<file path="src/sv/ofpv_pkg.sv">
// Types, constants and the CRC byte update of the first-page validator.
package ofpv_pkg;

    localparam logic [31:0] CRC_POLY  = 32'h04C11DB7;
    localparam int          HDR_LEN   = 27;
    localparam int          CRC_FIRST = 22;
    localparam int          CRC_LAST  = 25;
    localparam int          SEG_POS   = 26;
    localparam int          VER_POS   = 4;
    localparam int          FLAG_POS  = 5;
    localparam logic [7:0]  FLAG_BOS  = 8'h02;
    localparam logic [7:0]  FLAG_CONT = 8'h01;

    localparam logic [7:0] CAPTURE [4] = '{8'h4F, 8'h67, 8'h67, 8'h53};

    // Input modes
    localparam logic [1:0] MODE_DATA    = 2'd0;
    localparam logic [1:0] MODE_EOF     = 2'd1;
    localparam logic [1:0] MODE_RESTART = 2'd2;

    // Command kinds passed from front to back
    localparam logic [1:0] CMD_DATA    = 2'd0;
    localparam logic [1:0] CMD_EOF     = 2'd1;
    localparam logic [1:0] CMD_RESTART = 2'd2;

    // Verdict reasons
    localparam logic [3:0] RSN_OK      = 4'd0;
    localparam logic [3:0] RSN_SHORT   = 4'd1;
    localparam logic [3:0] RSN_CAPTURE = 4'd2;
    localparam logic [3:0] RSN_VERSION = 4'd3;
    localparam logic [3:0] RSN_NO_BOS  = 4'd4;
    localparam logic [3:0] RSN_CONT    = 4'd5;
    localparam logic [3:0] RSN_NO_SEG  = 4'd6;
    localparam logic [3:0] RSN_EMPTY   = 4'd7;
    localparam logic [3:0] RSN_CRC     = 4'd8;

    localparam int CMDQ_DEPTH = 4;
    localparam int CMDQ_AW    = $clog2(CMDQ_DEPTH);
    localparam int CMDQ_CW    = $clog2(CMDQ_DEPTH + 1);

    typedef struct packed {
        logic [1:0] mode;
        logic [7:0] data_byte;
    } item_t;

    typedef struct packed {
        logic       page_valid;
        logic [3:0] fail_reason;
    } res_t;

    typedef struct packed {
        logic [1:0] kind;
        logic [7:0] data;
    } cmd_t;

    function automatic logic [31:0] crc_byte(logic [31:0] c, logic [7:0] b);
        logic [31:0] r;
        r = c ^ {b, 24'h000000};
        for (int k = 0; k < 8; k++)
        begin
            r = r[31] ? ((r << 1) ^ CRC_POLY) : (r << 1);
        end
        return r;
    endfunction

endpackage

</file>
<file path="src/sv/ofpv_front.sv">
// Front end: classifies each input request into a command for the back end.
module ofpv_front
    import ofpv_pkg::*;
(
    input  item_t item,
    input  logic  accept,
    output logic  cmd_push,
    output cmd_t  cmd
);

    always_comb
    begin
        cmd.data = item.data_byte;
        cmd.kind = CMD_DATA;
        cmd_push = 1'b0;
        case (item.mode)
            MODE_DATA:
            begin
                cmd.kind = CMD_DATA;
                cmd_push = accept;
            end
            MODE_EOF:
            begin
                cmd.kind = CMD_EOF;
                cmd_push = accept;
            end
            MODE_RESTART:
            begin
                cmd.kind = CMD_RESTART;
                cmd_push = accept;
            end
            // unused mode: drop the request
            default:
            begin
                cmd.kind = CMD_DATA;
                cmd_push = 1'b0;
            end
        endcase
    end

endmodule

</file>
<file path="src/sv/ofpv_cmd_queue.sv">
// Short command queue between the front and back ends.
module ofpv_cmd_queue
    import ofpv_pkg::*;
(
    input  logic clk,
    input  logic rst_n,
    input  logic wr_en,
    input  cmd_t wr_cmd,
    output logic full,
    input  logic rd_en,
    output logic valid,
    output cmd_t rd_cmd
);

    cmd_t                 mem_reg [CMDQ_DEPTH];
    logic [CMDQ_AW-1:0]   wr_ptr_reg, wr_ptr_next;
    logic [CMDQ_AW-1:0]   rd_ptr_reg, rd_ptr_next;
    logic [CMDQ_CW-1:0]   count_reg, count_next;

    assign full   = (count_reg == CMDQ_CW'(CMDQ_DEPTH));
    assign valid  = (count_reg != '0);
    assign rd_cmd = mem_reg[rd_ptr_reg];

    always_comb
    begin
        wr_ptr_next = wr_en ? wr_ptr_reg + CMDQ_AW'(1) : wr_ptr_reg;
        rd_ptr_next = rd_en ? rd_ptr_reg + CMDQ_AW'(1) : rd_ptr_reg;
        count_next  = count_reg;
        if (wr_en && !rd_en)
        begin
            count_next = count_reg + CMDQ_CW'(1);
        end
        else if (!wr_en && rd_en)
        begin
            count_next = count_reg - CMDQ_CW'(1);
        end
    end

    always_ff @(posedge clk or negedge rst_n)
    begin
        if (!rst_n)
        begin
            wr_ptr_reg <= '0;
            rd_ptr_reg <= '0;
            count_reg  <= '0;
        end
        else
        begin
            wr_ptr_reg <= wr_ptr_next;
            rd_ptr_reg <= rd_ptr_next;
            count_reg  <= count_next;
        end
    end

    always_ff @(posedge clk)
    begin
        if (wr_en)
        begin
            mem_reg[wr_ptr_reg] <= wr_cmd;
        end
    end

endmodule

</file>
<file path="src/sv/ofpv_back.sv">
// Back end: page parsing, CRC accumulation and the verdict register.
module ofpv_back
    import ofpv_pkg::*;
(
    input  logic clk,
    input  logic rst_n,
    input  logic cmd_valid,
    input  cmd_t cmd,
    output logic cmd_take,
    output logic empty,
    input  logic pop,
    output res_t result
);

    localparam logic [1:0] PH_HEADER = 2'd0;
    localparam logic [1:0] PH_SEGTAB = 2'd1;
    localparam logic [1:0] PH_BODY   = 2'd2;
    localparam logic [1:0] PH_DONE   = 2'd3;

    logic [1:0]  phase_reg,  phase_next;
    logic [7:0]  pos_reg,    pos_next;
    logic [3:0]  status_reg, status_next;
    logic [7:0]  segcnt_reg, segcnt_next;
    logic [15:0] body_reg,   body_next;
    logic [31:0] crc_reg,    crc_next;
    logic [31:0] stored_reg, stored_next;
    logic        res_valid_reg, res_valid_next;
    res_t        res_reg,    res_next;

    logic        emit;
    logic [3:0]  reason;
    logic        in_crc_field;
    logic [7:0]  crc_in;
    logic [31:0] crc_upd;
    logic [15:0] body_sum;
    logic [7:0]  pos_inc;

    // advance only when the verdict slot is free or being drained
    assign cmd_take = cmd_valid && (!res_valid_reg || pop);
    assign empty    = !res_valid_reg;
    assign result   = res_reg;

    always_comb
    begin
        in_crc_field = (phase_reg == PH_HEADER) && (pos_reg inside {[CRC_FIRST:CRC_LAST]});
        crc_in       = in_crc_field ? 8'h00 : cmd.data;
        crc_upd      = crc_byte(crc_reg, crc_in);
        body_sum     = body_reg + {8'h00, cmd.data};
        pos_inc      = pos_reg + 8'd1;
    end

    always_comb
    begin
        phase_next  = phase_reg;
        pos_next    = pos_reg;
        status_next = status_reg;
        segcnt_next = segcnt_reg;
        body_next   = body_reg;
        crc_next    = crc_reg;
        stored_next = stored_reg;
        emit        = 1'b0;
        reason      = RSN_OK;

        if (cmd_take)
        begin
            case (cmd.kind)
                CMD_RESTART:
                begin
                    phase_next  = PH_HEADER;
                    pos_next    = '0;
                    status_next = RSN_OK;
                    segcnt_next = '0;
                    body_next   = '0;
                    crc_next    = '0;
                    stored_next = '0;
                end
                CMD_EOF:
                begin
                    if (phase_reg != PH_DONE)
                    begin
                        emit       = 1'b1;
                        reason     = RSN_SHORT;
                        phase_next = PH_DONE;
                    end
                end
                CMD_DATA:
                begin
                    case (phase_reg)
                        PH_HEADER:
                        begin
                            crc_next = crc_upd;
                            // keep only the first fault in byte order
                            if (status_reg == RSN_OK)
                            begin
                                if (pos_reg < 8'(VER_POS))
                                begin
                                    if (cmd.data != CAPTURE[pos_reg[1:0]])
                                    begin
                                        status_next = RSN_CAPTURE;
                                    end
                                end
                                else if (pos_reg == 8'(VER_POS))
                                begin
                                    if (cmd.data != 8'h00)
                                    begin
                                        status_next = RSN_VERSION;
                                    end
                                end
                                else if (pos_reg == 8'(FLAG_POS))
                                begin
                                    if ((cmd.data & FLAG_BOS) == 8'h00)
                                    begin
                                        status_next = RSN_NO_BOS;
                                    end
                                    else if ((cmd.data & FLAG_CONT) != 8'h00)
                                    begin
                                        status_next = RSN_CONT;
                                    end
                                end
                                else if (pos_reg == 8'(SEG_POS) && cmd.data == 8'h00)
                                begin
                                    status_next = RSN_NO_SEG;
                                end
                            end
                            case (pos_reg)
                                8'(CRC_FIRST):     stored_next[7:0]   = cmd.data;
                                8'(CRC_FIRST + 1): stored_next[15:8]  = cmd.data;
                                8'(CRC_FIRST + 2): stored_next[23:16] = cmd.data;
                                8'(CRC_LAST):      stored_next[31:24] = cmd.data;
                                8'(SEG_POS):       segcnt_next        = cmd.data;
                                default:           ;
                            endcase
                            if (pos_reg == 8'(HDR_LEN - 1))
                            begin
                                if (status_next != RSN_OK)
                                begin
                                    emit       = 1'b1;
                                    reason     = status_next;
                                    phase_next = PH_DONE;
                                end
                                else
                                begin
                                    phase_next = PH_SEGTAB;
                                    pos_next   = '0;
                                    body_next  = '0;
                                end
                            end
                            else
                            begin
                                pos_next = pos_inc;
                            end
                        end
                        PH_SEGTAB:
                        begin
                            crc_next  = crc_upd;
                            body_next = body_sum;
                            pos_next  = pos_inc;
                            if (pos_inc == segcnt_reg)
                            begin
                                if (body_sum == 16'h0000)
                                begin
                                    emit       = 1'b1;
                                    reason     = RSN_EMPTY;
                                    phase_next = PH_DONE;
                                end
                                else
                                begin
                                    phase_next = PH_BODY;
                                end
                            end
                        end
                        PH_BODY:
                        begin
                            crc_next  = crc_upd;
                            body_next = body_reg - 16'd1;
                            if (body_reg == 16'd1)
                            begin
                                emit       = 1'b1;
                                reason     = (crc_upd == stored_reg) ? RSN_OK : RSN_CRC;
                                phase_next = PH_DONE;
                            end
                        end
                        default: ;
                    endcase
                end
                default: ;
            endcase
        end
    end

    always_comb
    begin
        res_valid_next = res_valid_reg;
        res_next       = res_reg;
        if (emit)
        begin
            res_valid_next       = 1'b1;
            res_next.page_valid  = (reason == RSN_OK);
            res_next.fail_reason = reason;
        end
        else if (pop)
        begin
            res_valid_next = 1'b0;
        end
    end

    always_ff @(posedge clk or negedge rst_n)
    begin
        if (!rst_n)
        begin
            phase_reg     <= PH_HEADER;
            pos_reg       <= '0;
            status_reg    <= RSN_OK;
            segcnt_reg    <= '0;
            body_reg      <= '0;
            crc_reg       <= '0;
            stored_reg    <= '0;
            res_valid_reg <= 1'b0;
        end
        else
        begin
            phase_reg     <= phase_next;
            pos_reg       <= pos_next;
            status_reg    <= status_next;
            segcnt_reg    <= segcnt_next;
            body_reg      <= body_next;
            crc_reg       <= crc_next;
            stored_reg    <= stored_next;
            res_valid_reg <= res_valid_next;
        end
    end

    always_ff @(posedge clk)
    begin
        res_reg <= res_next;
    end

endmodule

</file>
<file path="src/sv/ogg_first_page_validator_core.sv">
// A byte request is first written into the command queue; a verdict is on the result
// ports in the cycle after its deciding byte is processed. Throughput: one request per
// cycle while the queue is not full, set by the byte-wide CRC update in the back end;
// a four-entry command queue lets input continue while a verdict waits to be popped.
// Reset: rst_n clears the queue, the parser state and the verdict slot at once.
module ogg_first_page_validator_core
    import ofpv_pkg::*;
(
    input  logic  clk,
    input  logic  rst_n,
    input  logic  push,
    output logic  full,
    input  item_t item,
    output logic  empty,
    input  logic  pop,
    output res_t  result
);

    logic cmd_push;
    cmd_t cmd_in;
    logic q_valid;
    cmd_t q_cmd;
    logic q_take;

    ofpv_front u_front (
        .item     (item),
        .accept   (push && !full),
        .cmd_push (cmd_push),
        .cmd      (cmd_in)
    );

    ofpv_cmd_queue u_queue (
        .clk    (clk),
        .rst_n  (rst_n),
        .wr_en  (cmd_push),
        .wr_cmd (cmd_in),
        .full   (full),
        .rd_en  (q_take),
        .valid  (q_valid),
        .rd_cmd (q_cmd)
    );

    ofpv_back u_back (
        .clk       (clk),
        .rst_n     (rst_n),
        .cmd_valid (q_valid),
        .cmd       (q_cmd),
        .cmd_take  (q_take),
        .empty     (empty),
        .pop       (pop),
        .result    (result)
    );

endmodule

</file>
<file path="config.mk">
export PLATFORM = sky130hd
export DESIGN_NAME = ogg_first_page_validator_core
export DESIGN_NICKNAME = d
export VERILOG_FILES = /design/src/sv/ofpv_pkg.sv /design/src/sv/ofpv_front.sv /design/src/sv/ofpv_cmd_queue.sv /design/src/sv/ofpv_back.sv /design/src/sv/ogg_first_page_validator_core.sv
export SDC_FILE = /design/constraint.sdc
export NUM_CORES = 1
export LEC_CHECK = 0
export BUFFER_PORTS_ARGS = -buffer_cell sky130_fd_sc_hd__buf_2
export CAP_MARGIN = 10
export CORE_MARGIN = 10
export CORE_UTILIZATION = 55
export DETAILED_ROUTE_END_ITERATION = 8
export PLACE_DENSITY_LB_ADDON = 0.1
export SLEW_MARGIN = 15
export SYNTH_ARGS = -nofsm -noshare
export SYNTH_HDL_FRONTEND = slang
export SYNTH_HIERARCHICAL = 1
export SYNTH_SLANG_ARGS = --single-unit
</file>
<file path="constraint.sdc">
create_clock -name clk -period 5.1 [get_ports clk]
set_clock_uncertainty 0.2 [all_clocks]
set_input_delay 0.51 -clock clk [delete_from_list [all_inputs] [get_ports clk]]
set_output_delay 0.51 -clock clk [all_outputs]
set_load 0.01 [all_outputs]
</file>
Word level (Yosys, flattened, before mapping):

Memory sizes are Yosys's and may differ from the RTL's.
Cells that the tools add are included.

* register bits after elaboration: 115
* memory bits (writable): 40
* bits of input ports: 14
* word-level logic and storage cells: 191
* memories: 1

Memories
* u_queue.mem_reg: depth 4, bits a word 10, read ports 1, clocked after memory_dff 0, wr ports 1, RTL line ofpv_cmd_queue.sv:15 `cmd_t mem_reg [CMDQ_DEPTH];`

* add/sub/neg operators: 7
* magnitude comparators: 4
* equal/unequal tests: 34
* mux-type cells: 80
* bitwise logic cells: 10
* reduce and logical (&&, ||, !) cells: 39

Operators by type and width (number)
* $mux 27: 8
* $pmux 32 s2: 2
* $not 14->14: 8
* $mux 8: 11
* $mux 4: 19
* $mux 32: 2
* $pmux 16 s3: 1
* $pmux 8 s2: 3
* $eq 8x5->1 const B: 5
* $eq 32x32->1: 1
* $mux 16: 2
* $pmux 16 s2: 1
* $xor 32x32->32: 1
* $reduce_and 4->1: 6
* $add 16x8->16: 1
* $bmux 8 s2: 1
* $eq 16x1->1 const B: 1
* $eq 8x3->1 const B: 2
* $logic_not 16->1: 1
* $logic_not 8->1: 2
* $pmux 4 s2: 2
* $sub 16x1->16 const B: 1
* $mux 1: 14
* $ne 2x2->1 const B: 6
* other kinds (39): 73

Longest topological paths before layout:

* word-level depth: 28
* mapped depth: 13

By module:

Netlist, hierarchy kept.

Modules (own cells, without submodules)
* ofpv_back: times used 1, cells each 912, area an instance 8276.7 µm², sequential area each 2727.6 µm²
* ofpv_cmd_queue: times used 1, cells each 86, area an instance 1841.8 µm², sequential area each 1376.3 µm²
* ofpv_front: times used 1, cells each 11, area an instance 82.6 µm², sequential area each 0.0 µm²
* ogg_first_page_validator_core: times used 1, cells each 1, area an instance 13.8 µm², sequential area each 0.0 µm²

Least setup slack after synthesis:

OpenSTA, ideal clock, no wires.

* kind: register to register
* start: register u_queue.rd_ptr_reg[0]
* end: register u_back.res_reg, in the netlist u_back/result[4], data pin
* arrival: 3.800 ns
* required time: 4.635 ns
* path slack: 0.835 ns
* cell stages (with the launch flop): 14
* path through: dfrtp_1 -> buf_6 -> mux4_2 -> ha_1 -> fa_1 -> a211oi_1 -> o21ai_0 -> nand3_1 -> xnor2_1 -> or3_1 -> or4_1 -> a21o_1 -> nand2_1 -> o21ai_1

RTL lines
* start, declared: RTL line ofpv_cmd_queue.sv:17 `logic [CMDQ_AW-1:0] rd_ptr_reg, rd_ptr_next;`
* start signal, assigned: RTL line ofpv_cmd_queue.sv:50 `rd_ptr_reg <= rd_ptr_next;`
* end signal, assigned: RTL line ofpv_back.sv:235 `res_reg <= res_next;`
* end, declared: RTL line ofpv_back.sv:28 `res_t res_reg, res_next;`

==> metrics.md <==
| Metric | Value |
|---|---|
| Worst R2R Path Depth | `12` |
| Syn_nets | `1050` |
| FILL cells | `1545` |
| Area of the core | `18150 um2` |
| CTS Buffer Depth | `2` |
| Worst reg2reg path endpoint | `u_back/result[4]` |
| CTS Sinks | `155` |
| Final worst-path cycle share | `0.9439` |
| P&R area growth vs syn | `7.594%` |
| Yosys reg bits | `155` |
| Final number of setup-violating endpoints | `0` |
| Sequential share of the synthesized area | `0.4018` |
| Tmin final | `4.814 ns` |
| Most common cell after layout, fill and taps aside | `dfrtp_1` |
| Worst reg2reg setup slack | `0.29 ns` |
| Vias in the first global route | `7278` |
| DIE WIDTH | `156.3 um` |
| Mapped cell area | `10210 um2` |
| Number of buffers created by CTS | `17` |
| Initial antenna violation count | `0` |
| CTS tree | `done` |
| RD Place Congestion | `0.9461` |
| RSZ-0062 raised after global routing | `no` |
| Num ports | `21` |
| Worst slew margin | `0.3505` |
| Post-Synthesis Cells | `1010` |
| Root buf cell | `clkbuf_16` |
| Post-synth ARST share | `0.7097` |
| Status | `finished clean` |
| F_max | `0.2077 GHz` |
| Grt ovf | `0` |
| Startpoint types | `flop` |
| Max_cap viols | `0` |
| Largest net degree at the start of global routing | `74` |
| Gr usage total | `0.2147` |
| Synth warnings | `6` |
| Hold Buf Count CTS | `0` |
| Ratio of cells with drive above 1 in the final layout | `0.1158` |
| Worst slew pin tran | `0.9677 ns` |
| Die Area | `24420 um2` |
| 1st-iter DRT viols | `589` |
| Wire length of the first global-routing pass | `40.95 mm` |
| Critical path type | `reg -> reg` |
| # H-tree levels | `4` |
| Library cells used by synthesis | `90` |
| Setup TNS | `0 ns` |
| Total Nets Final | `1037` |
| Commonest non-fill, non-tap cells in the layout | `dfrtp_1 (109), o21ai_0 (99), xnor2_1 (97), nand2_1 (87)` |
| Clock Latency Late Sink | `0.44 ns` |
| Die H | `156.3 um` |
| Initial Util | `0.5629` |
| TritonRoute pass-1 iters | `5` |
| Final slew viol count | `0` |
| Worst R2R Start | `u_queue/rd_ptr_reg[0]` |
| Via-to-Cell Ratio | `6.139` |
| Primary FF master, synth | `dfrtp_1` |
| Largest register FFs | `40` |
| Final Hold Viols | `0` |
| WP data required | `5.07 ns` |
| Wirelength, routed | `25.66 mm` |
| DP HPWL | `18.85 mm` |
| Post-CTS setup repair buffer count | `0` |
| CP Max Fanout | `8` |
| Row count | `49` |
| Worst path arrival time | `4.79 ns` |
| Post-synth EDFFs | `45` |
| Synth Area per Inst | `10.11 um2` |
| CTS resizes | `0` |
| Setup crit end kind | `flop` |
| Hold Crit Class | `in -> async` |
| N_diodes | `0` |
| Routed length per instance | `20.71 um` |
| Drt drc | `0` |
| Port-buffer cells | `20` |
| Via count | `7606` |
| Number of routed nets with antenna violations | `0` |
| CTS clk-pin slew, worst paths | `0.07 ns` |
## metrics by stage
stage	util	cells	hold slack (ns)	setup WS, ns	area [um2]
after floorplan	-	1010	0.01441	0.8350	10210
after global placement	0.5713	1207	0.2708	0.3703	10370
after detailed placement	0.5713	1207	0.2756	0.2565	10370
after CTS	0.6056	1239	0.07547	0.1923	10990
after global routing	0.6056	1239	0.07537	0.1106	10990
final	0.6056	1239	0.04129	0.2859	10990
## critical path, cell delays in order (launching register included)
cell,delay [ns]
dfrtp_2,0.50
buf_4,0.21
mux4_2,0.65
ha_1,0.40
a211oi_1,0.48
o21ai_0,0.33
a211o_1,0.33
o211ai_1,0.09
o221ai_1,0.17
or4_1,0.63
a21o_1,0.23
nand2_1,0.21
o21ai_1,0.11
## per-layer routing
layer,track usage,up-vias,share of wire
li1,-,3623,-
met1,0.2840,3743,0.45
met2,0.3485,214,0.48
met3,0.04413,26,0.048
met4,0.06517,0,0.021
met5,0,-,0
## area by class of cell
cell class / instances / area (um2) / share of cell area
multi-input cells: 759 / 5653 / 0.5143
flip-flops and latches: 155 / 4105 / 0.3735
clock buffers: 17 / 425.4 / 0.03871
well taps: 229 / 286.5 / 0.02607
repair buffers: 35 / 215.2 / 0.01958
clock inverters: 15 / 196.4 / 0.01787
inverters: 29 / 108.9 / 0.009904
## kinds of logic (layout without fill, tap and decap cells)
kind of cell,count (synthesis),count (layout),share of synthesized area
xor gates and xnor gates,175,175,0.1780
adders and majority gates,26,26,0.03332
muxes,15,15,0.02780
buffers and inverters,96,96,0.04520
DFF,155,155,0.4018
AOI/OAI and AO/OA,248,248,0.1641
and+or+nand+nor,295,295,0.1498
## cell usage after synthesis, drive strengths merged, types with 18 or more instances
library cell | instances | area, um2
a21oi | 25 | 132.6
buf | 32 | 221.5
clkbuf | 35 | 131.4
dfrtp | 110 | 2753
edfxtp | 45 | 1351
ha | 24 | 300.3
inv | 28 | 105.1
nand2 | 88 | 337.8
nand3 | 57 | 290.3
nor2 | 43 | 163.9
o21ai | 116 | 621.8
o31ai | 18 | 148.9
xnor2 | 100 | 898.4
xor2 | 60 | 578.1
## worst max path at each step
stage,start,end,slack [ns],cells after the start
floorplan,u_queue/rd_ptr_reg[0],u_back/result[4],0.83,13
global placement,u_queue/rd_ptr_reg[0],u_back/result[4],0.37,12
detailed placement,u_queue/rd_ptr_reg[0],u_back/result[4],0.26,12
CTS,u_queue/rd_ptr_reg[0],u_back/result[4],0.19,12
global route,u_queue/rd_ptr_reg[0],u_back/result[4],0.11,12
finish,u_queue/rd_ptr_reg[0],u_back/result[4],0.29,12
Power is not shown: default switching activity piles up to over one toggle a cycle in this logic, so the estimate is an artifact.
